--- config.mk ---
export PLATFORM = sky130hd
export DESIGN_NAME = ata_taskfile_command_builder_unit
export DESIGN_NICKNAME = d
export VERILOG_FILES = /design/src/atb_pkg.sv /design/src/atb_front.sv /design/src/atb_cmd_fifo.sv /design/src/atb_back.sv /design/src/ata_taskfile_command_builder_unit.sv
export SDC_FILE = /design/constraint.sdc
export NUM_CORES = 1
export LEC_CHECK = 0
export ABC_AREA = 1
export BUFFER_PORTS_ARGS = -buffer_cell sky130_fd_sc_hd__buf_2
export CAP_MARGIN = 20
export CORE_UTILIZATION = 25
export CTS_CLUSTER_DIAMETER = 200
export DETAILED_ROUTE_END_ITERATION = 10
export PLACE_DENSITY = 0.38
export SLEW_MARGIN = 20
export SYNTH_ARGS = -nofsm -noshare
export SYNTH_HDL_FRONTEND = slang
export SYNTH_SLANG_ARGS = --single-unit
--- constraint.sdc ---
create_clock -name clk -period 9.3 [get_ports clk]
set_clock_uncertainty 0.2 [all_clocks]
set_input_delay 1.395 -clock clk [delete_from_list [all_inputs] [get_ports clk]]
set_output_delay 1.395 -clock clk [all_outputs]
set_load 0.03 [all_outputs]
--- src/atb_pkg.sv ---
`timescale 1ns / 1ps

package atb_pkg;

  // Addressing modes, as reported on every result of one request
  typedef enum logic [1:0] {
    MODE_CHS   = 2'd0,
    MODE_LBA28 = 2'd1,
    MODE_LBA48 = 2'd2
  } mode_t;

  // Task-file register identifiers, in the order they are written
  localparam logic [3:0] REG_DEVSEL   = 4'd0;
  localparam logic [3:0] REG_COUNT_HI = 4'd1;
  localparam logic [3:0] REG_LBA3     = 4'd2;
  localparam logic [3:0] REG_LBA4     = 4'd3;
  localparam logic [3:0] REG_LBA5     = 4'd4;
  localparam logic [3:0] REG_COUNT_LO = 4'd5;
  localparam logic [3:0] REG_LBA_LOW  = 4'd6;
  localparam logic [3:0] REG_LBA_MID  = 4'd7;
  localparam logic [3:0] REG_LBA_HIGH = 4'd8;
  localparam logic [3:0] REG_CMD      = 4'd9;

  // Configuration register indexes
  localparam int unsigned CFG_IDX_W = 1;
  localparam logic [CFG_IDX_W-1:0] CFG_LBA_SUPPORTED  = 1'b0;
  localparam logic [CFG_IDX_W-1:0] CFG_DRIVE_IS_SLAVE = 1'b1;

  // Device select bases and command opcodes
  localparam logic [7:0] DEVSEL_CHS    = 8'hA0;
  localparam logic [7:0] DEVSEL_LBA    = 8'hE0;
  localparam logic [7:0] CMD_READ      = 8'h20;
  localparam logic [7:0] CMD_READ_EXT  = 8'h24;
  localparam logic [7:0] CMD_WRITE     = 8'h30;
  localparam logic [7:0] CMD_WRITE_EXT = 8'h34;

  // Division by 63 sectors per track: q = (addr * RECIP) >> RECIP_SHIFT,
  // exact for every address below 2^28.
  localparam int unsigned RECIP_SHIFT = 34;
  localparam int unsigned RECIP_W     = 29;
  localparam logic [RECIP_W-1:0] CHS_RECIP = 29'd272696337;
  localparam int unsigned LBA28_W     = 28;
  localparam int unsigned PROD_W      = LBA28_W + RECIP_W;
  localparam int unsigned TRACK_W     = PROD_W - RECIP_SHIFT;

  typedef struct packed {
    logic lba_supported;
    logic drive_is_slave;
  } cfg_t;

  // One classified request, ready for the register-write sequencer
  typedef struct packed {
    mode_t      mode;
    logic [7:0] devsel;
    logic [7:0] count;
    logic [7:0] b0;
    logic [7:0] b1;
    logic [7:0] b2;
    logic [7:0] b3;
    logic [7:0] opcode;
  } cmd_t;

endpackage

--- src/atb_front.sv ---
`timescale 1ns / 1ps

module atb_front (
  input  logic          clk,
  input  logic          rst_n,
  input  logic          in_push,
  output logic          in_full,
  input  logic          in_is_write,
  input  logic [31:0]   in_block_address,
  input  logic [7:0]    in_sector_count,
  input  atb_pkg::cfg_t cfg,
  output logic          cmd_valid,
  input  logic          cmd_ready,
  output atb_pkg::cmd_t cmd
);
  import atb_pkg::*;

  logic        a_valid_r, a_valid_nxt;
  logic        a_wr_r;
  logic [31:0] a_addr_r;
  logic [7:0]  a_cnt_r;
  logic        a_ready;
  mode_t       a_mode;
  logic [PROD_W-1:0] a_prod;

  logic        b_valid_r, b_valid_nxt;
  logic        b_wr_r;
  logic [31:0] b_addr_r;
  logic [7:0]  b_cnt_r;
  mode_t       b_mode_r;
  logic [TRACK_W-1:0] b_track_r;
  logic        b_ready;

  logic [7:0]  sector;
  logic [15:0] cyl;
  logic [3:0]  head;
  logic [7:0]  dev_base;

  assign b_ready   = !b_valid_r || cmd_ready;
  assign a_ready   = !a_valid_r || b_ready;
  assign in_full   = !a_ready;
  assign cmd_valid = b_valid_r;

  // Stage A: pick the mode and start the divide by 63
  always_comb begin
    priority if (|a_addr_r[31:28]) begin
      a_mode = MODE_LBA48;
    end else if (cfg.lba_supported) begin
      a_mode = MODE_LBA28;
    end else begin
      a_mode = MODE_CHS;
    end
    a_prod = PROD_W'(a_addr_r[LBA28_W-1:0]) * PROD_W'(CHS_RECIP);
  end

  assign a_valid_nxt = a_ready ? in_push : a_valid_r;
  assign b_valid_nxt = b_ready ? a_valid_r : b_valid_r;

  always_ff @(posedge clk) begin
    if (!rst_n) begin
      a_valid_r <= 1'b0;
      b_valid_r <= 1'b0;
    end else begin
      a_valid_r <= a_valid_nxt;
      b_valid_r <= b_valid_nxt;
    end
  end

  always_ff @(posedge clk) begin
    if (in_push && a_ready) begin
      a_wr_r   <= in_is_write;
      a_addr_r <= in_block_address;
      a_cnt_r  <= in_sector_count;
    end
    if (a_valid_r && b_ready) begin
      b_wr_r    <= a_wr_r;
      b_addr_r  <= a_addr_r;
      b_cnt_r   <= a_cnt_r;
      b_mode_r  <= a_mode;
      b_track_r <= a_prod[PROD_W-1:RECIP_SHIFT];
    end
  end

  // Stage B: addr mod 63 = (addr - 64q + q) mod 64, since the remainder is below 63
  assign sector = {2'b00, b_addr_r[5:0] + b_track_r[5:0]} + 8'd1;
  assign cyl    = b_track_r[19:4];

  always_comb begin
    cmd        = '0;
    cmd.mode   = b_mode_r;
    cmd.count  = b_cnt_r;
    head       = 4'd0;
    dev_base   = DEVSEL_LBA;
    unique case (b_mode_r)
      MODE_LBA48: begin
        cmd.b0 = b_addr_r[7:0];
        cmd.b1 = b_addr_r[15:8];
        cmd.b2 = b_addr_r[23:16];
        cmd.b3 = b_addr_r[31:24];
      end
      MODE_LBA28: begin
        cmd.b0 = b_addr_r[7:0];
        cmd.b1 = b_addr_r[15:8];
        cmd.b2 = b_addr_r[23:16];
        head   = b_addr_r[27:24];
      end
      MODE_CHS: begin
        cmd.b0   = sector;
        cmd.b1   = cyl[7:0];
        cmd.b2   = cyl[15:8];
        head     = b_track_r[3:0];
        dev_base = DEVSEL_CHS;
      end
      default: begin
        dev_base = DEVSEL_CHS;
      end
    endcase
    cmd.devsel = dev_base | {3'b000, cfg.drive_is_slave, 4'b0000} | {4'b0000, head};
    if (b_wr_r) begin
      cmd.opcode = (b_mode_r == MODE_LBA48) ? CMD_WRITE_EXT : CMD_WRITE;
    end else begin
      cmd.opcode = (b_mode_r == MODE_LBA48) ? CMD_READ_EXT : CMD_READ;
    end
  end

  a_stall_holds: assert property (@(posedge clk) disable iff (!rst_n)
    (b_valid_r && !cmd_ready) |=> (b_valid_r && $stable(b_addr_r) && $stable(b_mode_r)))
    else $error("front stage B lost its request while stalled");

endmodule

--- src/atb_cmd_fifo.sv ---
`timescale 1ns / 1ps

module atb_cmd_fifo #(
  parameter int unsigned DEPTH = 2
) (
  input  logic          clk,
  input  logic          rst_n,
  input  logic          push,
  output logic          push_ready,
  input  atb_pkg::cmd_t push_data,
  output logic          head_valid,
  input  logic          pop,
  output atb_pkg::cmd_t head_data
);
  import atb_pkg::*;

  localparam int unsigned PTR_W = (DEPTH > 1) ? $clog2(DEPTH) : 1;
  localparam int unsigned CNT_W = $clog2(DEPTH + 1);

  cmd_t             mem_r [DEPTH];
  logic [PTR_W-1:0] wr_ptr_r, wr_ptr_nxt;
  logic [PTR_W-1:0] rd_ptr_r, rd_ptr_nxt;
  logic [CNT_W-1:0] count_r, count_nxt;
  logic             do_push, do_pop;

  assign push_ready = (count_r != CNT_W'(DEPTH));
  assign head_valid = (count_r != '0);
  assign head_data  = mem_r[rd_ptr_r];
  assign do_push    = push && push_ready;
  assign do_pop     = pop && head_valid;

  always_comb begin
    wr_ptr_nxt = wr_ptr_r;
    rd_ptr_nxt = rd_ptr_r;
    count_nxt  = count_r;
    if (do_push) begin
      wr_ptr_nxt = (wr_ptr_r == PTR_W'(DEPTH - 1)) ? '0 : wr_ptr_r + 1'b1;
    end
    if (do_pop) begin
      rd_ptr_nxt = (rd_ptr_r == PTR_W'(DEPTH - 1)) ? '0 : rd_ptr_r + 1'b1;
    end
    if (do_push && !do_pop) begin
      count_nxt = count_r + 1'b1;
    end else if (do_pop && !do_push) begin
      count_nxt = count_r - 1'b1;
    end
  end

  always_ff @(posedge clk) begin
    if (!rst_n) begin
      wr_ptr_r <= '0;
      rd_ptr_r <= '0;
      count_r  <= '0;
    end else begin
      wr_ptr_r <= wr_ptr_nxt;
      rd_ptr_r <= rd_ptr_nxt;
      count_r  <= count_nxt;
    end
  end

  always_ff @(posedge clk) begin
    if (do_push) begin
      mem_r[wr_ptr_r] <= push_data;
    end
  end

  a_fill_bounded: assert property (@(posedge clk) disable iff (!rst_n)
    (count_r <= CNT_W'(DEPTH)) && ((count_r == '0) || (count_r == CNT_W'(DEPTH)) ||
    (wr_ptr_r != rd_ptr_r)))
    else $error("command queue fill count and pointers disagree");

endmodule

--- src/atb_back.sv ---
`timescale 1ns / 1ps

module atb_back (
  input  logic          clk,
  input  logic          rst_n,
  input  logic          cmd_valid,
  input  atb_pkg::cmd_t cmd,
  output logic          cmd_pop,
  output logic          out_empty,
  input  logic          out_pop,
  output logic [3:0]    out_reg_id,
  output logic [7:0]    out_reg_value,
  output logic [1:0]    out_addressing_mode,
  output logic          out_last_write
);
  import atb_pkg::*;

  logic [3:0] step_r, step_nxt;
  logic       out_valid_r, out_valid_nxt;
  logic [3:0] out_id_r;
  logic [7:0] out_val_r;
  mode_t      out_mode_r;
  logic       out_last_r;
  logic       adv, last;
  logic [7:0] step_val;

  assign last    = (step_r == REG_CMD);
  assign adv     = cmd_valid && (!out_valid_r || out_pop);
  assign cmd_pop = adv && last;

  always_comb begin
    unique case (step_r)
      REG_DEVSEL:   step_val = cmd.devsel;
      REG_COUNT_HI: step_val = 8'h00;
      REG_LBA3:     step_val = cmd.b3;
      REG_LBA4:     step_val = 8'h00;
      REG_LBA5:     step_val = 8'h00;
      REG_COUNT_LO: step_val = cmd.count;
      REG_LBA_LOW:  step_val = cmd.b0;
      REG_LBA_MID:  step_val = cmd.b1;
      REG_LBA_HIGH: step_val = cmd.b2;
      REG_CMD:      step_val = cmd.opcode;
      default:      step_val = 8'h00;
    endcase
  end

  always_comb begin
    step_nxt = step_r;
    if (adv) begin
      priority if (last) begin
        step_nxt = REG_DEVSEL;
      end else if (step_r == REG_DEVSEL && cmd.mode != MODE_LBA48) begin
        step_nxt = REG_COUNT_LO;
      end else begin
        step_nxt = step_r + 4'd1;
      end
    end
  end

  always_comb begin
    out_valid_nxt = out_valid_r;
    if (adv) begin
      out_valid_nxt = 1'b1;
    end else if (out_pop) begin
      out_valid_nxt = 1'b0;
    end
  end

  always_ff @(posedge clk) begin
    if (!rst_n) begin
      step_r      <= REG_DEVSEL;
      out_valid_r <= 1'b0;
    end else begin
      step_r      <= step_nxt;
      out_valid_r <= out_valid_nxt;
    end
  end

  always_ff @(posedge clk) begin
    if (adv) begin
      out_id_r   <= step_r;
      out_val_r  <= step_val;
      out_mode_r <= cmd.mode;
      out_last_r <= last;
    end
  end

  assign out_empty           = !out_valid_r;
  assign out_reg_id          = out_id_r;
  assign out_reg_value       = out_val_r;
  assign out_addressing_mode = out_mode_r;
  assign out_last_write      = out_last_r;

  a_short_run: assert property (@(posedge clk) disable iff (!rst_n)
    (out_valid_r && out_mode_r != MODE_LBA48) |->
    (out_id_r == REG_DEVSEL || out_id_r == REG_COUNT_LO || out_id_r == REG_LBA_LOW ||
     out_id_r == REG_LBA_MID || out_id_r == REG_LBA_HIGH || out_id_r == REG_CMD))
    else $error("high-order register written outside LBA48");

  a_run_restart: assert property (@(posedge clk) disable iff (!rst_n)
    (adv && last) |=> (step_r == REG_DEVSEL && out_last_r))
    else $error("sequencer did not restart after the command write");

endmodule

--- src/ata_taskfile_command_builder_unit.sv ---
// The first register write of an item reaches the result ports through front-end
// stages A and B, the command queue and the output register; the rest follow one
// a cycle while pop is held high. An LBA48 item makes 10 task-file writes and an
// LBA28 or CHS item 6, all emitted by the back-end sequencer.
// Reset (rst_n low, synchronous): queues and output empty, LBA support on, master drive.
`timescale 1ns / 1ps

module ata_taskfile_command_builder_unit #(
  parameter int unsigned CMD_QUEUE_DEPTH = 2
) (
  input  logic                           clk,
  input  logic                           rst_n,
  // request side
  input  logic                           in_push,
  output logic                           in_full,
  input  logic                           in_is_write,
  input  logic [31:0]                    in_block_address,
  input  logic [7:0]                     in_sector_count,
  // register-write side
  output logic                           out_empty,
  input  logic                           out_pop,
  output logic [3:0]                     out_reg_id,
  output logic [7:0]                     out_reg_value,
  output logic [1:0]                     out_addressing_mode,
  output logic                           out_last_write,
  // configuration
  input  logic                           cfg_we,
  input  logic [atb_pkg::CFG_IDX_W-1:0]  cfg_index,
  input  logic                           cfg_wdata
);
  import atb_pkg::*;

  // Configuration registers; to be written only while the block is idle (the block
  // itself does not enforce this), so the front end may sample them at any stage of an item.
  logic lba_supported_r, lba_supported_nxt;
  logic drive_is_slave_r, drive_is_slave_nxt;
  cfg_t cfg;

  always_comb begin
    lba_supported_nxt  = lba_supported_r;
    drive_is_slave_nxt = drive_is_slave_r;
    if (cfg_we) begin
      unique case (cfg_index)
        CFG_LBA_SUPPORTED:  lba_supported_nxt  = cfg_wdata;
        CFG_DRIVE_IS_SLAVE: drive_is_slave_nxt = cfg_wdata;
        default: ;
      endcase
    end
  end

  always_ff @(posedge clk) begin
    if (!rst_n) begin
      lba_supported_r  <= 1'b1;
      drive_is_slave_r <= 1'b0;
    end else begin
      lba_supported_r  <= lba_supported_nxt;
      drive_is_slave_r <= drive_is_slave_nxt;
    end
  end

  assign cfg.lba_supported  = lba_supported_r;
  assign cfg.drive_is_slave = drive_is_slave_r;

  // Front end: take the item, choose the addressing mode, split the address into
  // task-file bytes (the CHS divide by 63 is a reciprocal multiply, registered
  // before the remainder is formed). One item per cycle while the queue has room.
  logic cmd_valid, cmd_ready;
  cmd_t front_cmd;

  atb_front u_front (
    .clk              (clk),
    .rst_n            (rst_n),
    .in_push          (in_push),
    .in_full          (in_full),
    .in_is_write      (in_is_write),
    .in_block_address (in_block_address),
    .in_sector_count  (in_sector_count),
    .cfg              (cfg),
    .cmd_valid        (cmd_valid),
    .cmd_ready        (cmd_ready),
    .cmd              (front_cmd)
  );

  // Short queue of classified requests: lets the front end keep accepting
  // while the back end is still emitting the previous run.
  logic head_valid, head_pop;
  cmd_t head_cmd;

  atb_cmd_fifo #(
    .DEPTH (CMD_QUEUE_DEPTH)
  ) u_queue (
    .clk        (clk),
    .rst_n      (rst_n),
    .push       (cmd_valid),
    .push_ready (cmd_ready),
    .push_data  (front_cmd),
    .head_valid (head_valid),
    .pop        (head_pop),
    .head_data  (head_cmd)
  );

  // Back end: walk the register list of the head request into an output register,
  // one write per cycle while popped; drop the request after its command write.
  atb_back u_back (
    .clk                 (clk),
    .rst_n               (rst_n),
    .cmd_valid           (head_valid),
    .cmd                 (head_cmd),
    .cmd_pop             (head_pop),
    .out_empty           (out_empty),
    .out_pop             (out_pop),
    .out_reg_id          (out_reg_id),
    .out_reg_value       (out_reg_value),
    .out_addressing_mode (out_addressing_mode),
    .out_last_write      (out_last_write)
  );

endmodule

==> flow_summary_export.csv <==
group,metric,value,unit
run_status,status,"finished, final reports clean",
synth,synth.cell_area,15200,µm²
power_and_ir_drop,totalPowerFinal,4.13,mW
cts,clk_pin_slew,0.06,ns
synth,synth_area_leaders,"edfxtp_1 (43%), ha_1 (15%), nand2_1 (9.2%)",
worst_setup_path,cp_max_fo,4,
synth,yosys.area.top_type,"edfxtp_1",
worst_setup_path,worstPathArrival,5.52,ns
die,rows,89,
synth,ys_seq_elements,233,
synth,synth_flop_cell,"edfxtp_1",
cts,clock-root-buffer,"clkbuf_16",
layout,fin_nets,1938,
worst_setup_path,worstPathRequired,9.38,ns
worst_setup_path,critPathLaunchType,"flip-flop",
layout,fillers,6310,
sta,min_period,5.43,ns
place,gp_congestion,0.911,
place,placedCellCount,2389,
cts,cts_buffer_depth,3,
routing,dr.pass1.iters,7,
cts,cts_buffers,27,
die,die_h,248,µm
routing,route.detailed.drc,0,
global_routing,antenna_found_initial,1,
routing,vias,10881,
power_and_ir_drop,ir_worst_vdd,0.139,mV
sta,setup_viol,0,
synth,synthCells,1560,
sta,clock.fmax,184,MHz
global_routing,grtUsageTotal,0.159,
synth,synthDistinctLibCells,42,
routing,route.final.wire_length,48500,µm
power_and_ir_drop,power_leakage,7.76,nW
routing,drt-vias-per-instance,4.47,
cts,htreeDepth,1,
synth,yosysSeqAreaShare,0.452,
sta,finalMaxSlewViolations,0,
sta,worstMarginPinSlew,0.962,ns
die,die_x,248,µm
place,io_buffers,64,
power_and_ir_drop,cellPowerDensity,239,nW/µm²
global_routing,grt_pass1_vias,11023,
cts,cts_tree,"yes",
routing,avgRoutedWirePerCell,19.9,µm
worst_setup_path,worstSetupPathType,"reg -> reg",
cts,clock_sinks,233,
cts,cts.repair.resized,0,
synth,syn_nets,1853,
sta,period_share,0.584,
sta,finalHoldViolations,0,
synth,syn_avg_cell_area,9.72,µm²
layout,final_common_cell,"nand2_1",
layout,final_util,0.291,
layout,antenna_cells,0,
die,io_pins,65,
layout,drive_above_1_share,0.0806,
synth,ys_warn_count,0,
die,initial_core_util,0.255,
synth,synthArstFlopShare,0,
layout,finalNonFillerCells,2436,
sta,relSlewSlack,0.359,
synth,synth.top_cell.area_share,0.434,
layout,mostFrequentLayoutCells,"nand2_1 (372), inv_1 (250), edfxtp_1 (219)",
cts,clkLatencyLatePin,0.54,ns
place,dp_hpwl,38900,µm
sta,fin_setup_tns,0,ns
routing,ant_nets,0,
die,coreArea,59500,µm²
global_routing,grt_overflow,0,
run,drv_cap,0,
die,fp.dieArea,61600,µm²
cts,cts_hold_buf,0,
routing,drt_iter0_markers,482,
hold_path,hold_class,"reg -> reg",
layout,area_growth,14.1,%
worst_setup_path,end_kind,"flip-flop",
global_routing,grt_max_degree,64,
sta,rsz0062_at_grt,"false",
synth,synth_edf_count,219,
global_routing,grt_pass1_wl,70900,µm
cts,postCtsSetupBuffers,0,
==> final timing paths <==
kind / cells past startpoint / startpoint / end / slack [ns]
min reg2reg: 0 / u_front.a_cnt_r[7]$_DFFE_PP_ / u_front.b_cnt_r[7]$_DFFE_PP_ / 0.22
max reg2reg: 18 / u_front.a_addr_r[21]$_DFFE_PP_ / u_front.b_track_r[6]$_DFFE_PP_ / 3.87
max: 18 / u_front.a_addr_r[21]$_DFFE_PP_ / u_front.b_track_r[6]$_DFFE_PP_ / 3.87
min: 0 / u_front.a_cnt_r[7]$_DFFE_PP_ / u_front.b_cnt_r[7]$_DFFE_PP_ / 0.22
==> critical path, stage by stage (launching register included) <==
cell	delay [ns]
edfxtp_1	0.56
ha_1	0.42
inv_1	0.08
fa_1	0.53
inv_1	0.07
fa_1	0.53
fa_1	0.54
inv_1	0.06
fa_1	0.53
inv_1	0.04
ha_1	0.31
a21oi_1	0.30
o21ai_0	0.27
a21oi_1	0.32
nor2_1	0.07
nor2_1	0.15
nand3_1	0.09
nand2_1	0.06
nand2_1	0.04
==> registers in the layout, indices dropped and copies added (netlist names), 2 cells and up, named ones only <==
name	count
u_front.a_addr_r	32
u_front.b_mode_r	2
u_back.out_reg_value	8
u_front.b_cnt_r	8
u_front.b_track_r	20
u_front.b_addr_r	32
u_back.out_addressing_mode	2
u_queue.mem_r	100
u_front.a_cnt_r	8
u_queue.count_r	2
u_back.step_r	4
u_back.out_reg_id	4
==> logic make-up after synthesis <==
family | Yosys count | synth area share
compound gates | 196 | 0.0754
mux | 4 | 0.00272
simple gates | 598 | 0.164
fa+ha+maj | 245 | 0.231
xor+xnor | 10 | 0.00578
flops | 233 | 0.452
buf+inv | 274 | 0.0686
==> stage by stage <==
step           setup slack, ns  hold WS, ns  area, µm²
4_1_cts                   3.86        0.220      17300
5_1_grt                   3.59        0.235      17300
2_1_floorplan             4.76        0.200      15200
6_report                  3.87        0.220      17300
3_3_place_gp              3.89        0.205      16500
3_5_place_dp              3.87        0.206      16500
==> power breakdown <==
group          total [mW]  switching, mW  internal, mW
sequential           1.30         0.0568          1.24
clock                1.03          0.420         0.612
combinational        1.80           1.23         0.571
total                4.13           1.70          2.43
==> synth_stat cells, types with 2 or more instances <==
cell       count
a21o_1         3
buf_2          6
a21boi_0       2
inv_1        252
xor2_1         5
clkbuf_1       9
o2111ai_1      3
nand4_1       28
nor2_1       109
ha_1         186
dfxtp_1       14
inv_2          5
o21bai_1       9
nand2_2        2
xnor2_1        5
edfxtp_1     219
a221oi_1       2
nor3_1        16
a22o_1        21
nor4_1         5
mux2i_1        3
or2_2          2
fa_1          59
and2_1         2
a21oi_1       97
nor2_2         4
nand3_1       50
o21ai_0       49
nand2_1      372
nor3_2         4
o211ai_1       3
a2111oi_0      4
==> final cells by class <==
cell class                      instances  area, µm²  area share
Multi-Input combinational cell       1053       7280       0.421
Timing Repair Buffer                   72        380      0.0220
Clock inverter                         16        154     0.00890
Inverter                              258        971      0.0561
Sequential cell                       233       6860       0.396
Tap cell                              773        967      0.0559
Clock buffer                           31        691      0.0399
==> routing by layer <==
metal | GRT usage | vias to the layer above | part of all wire
met1 | 0.202 | 5247 | 0.45
li1 | - | 5414 | -
met3 | 0.0129 | 56 | 0.027
met4 | 0.0443 | 0 | 0.026
met5 | 0 | - | 0
met2 | 0.285 | 164 | 0.50
Note: power is estimated with default switching activity, not from simulation.
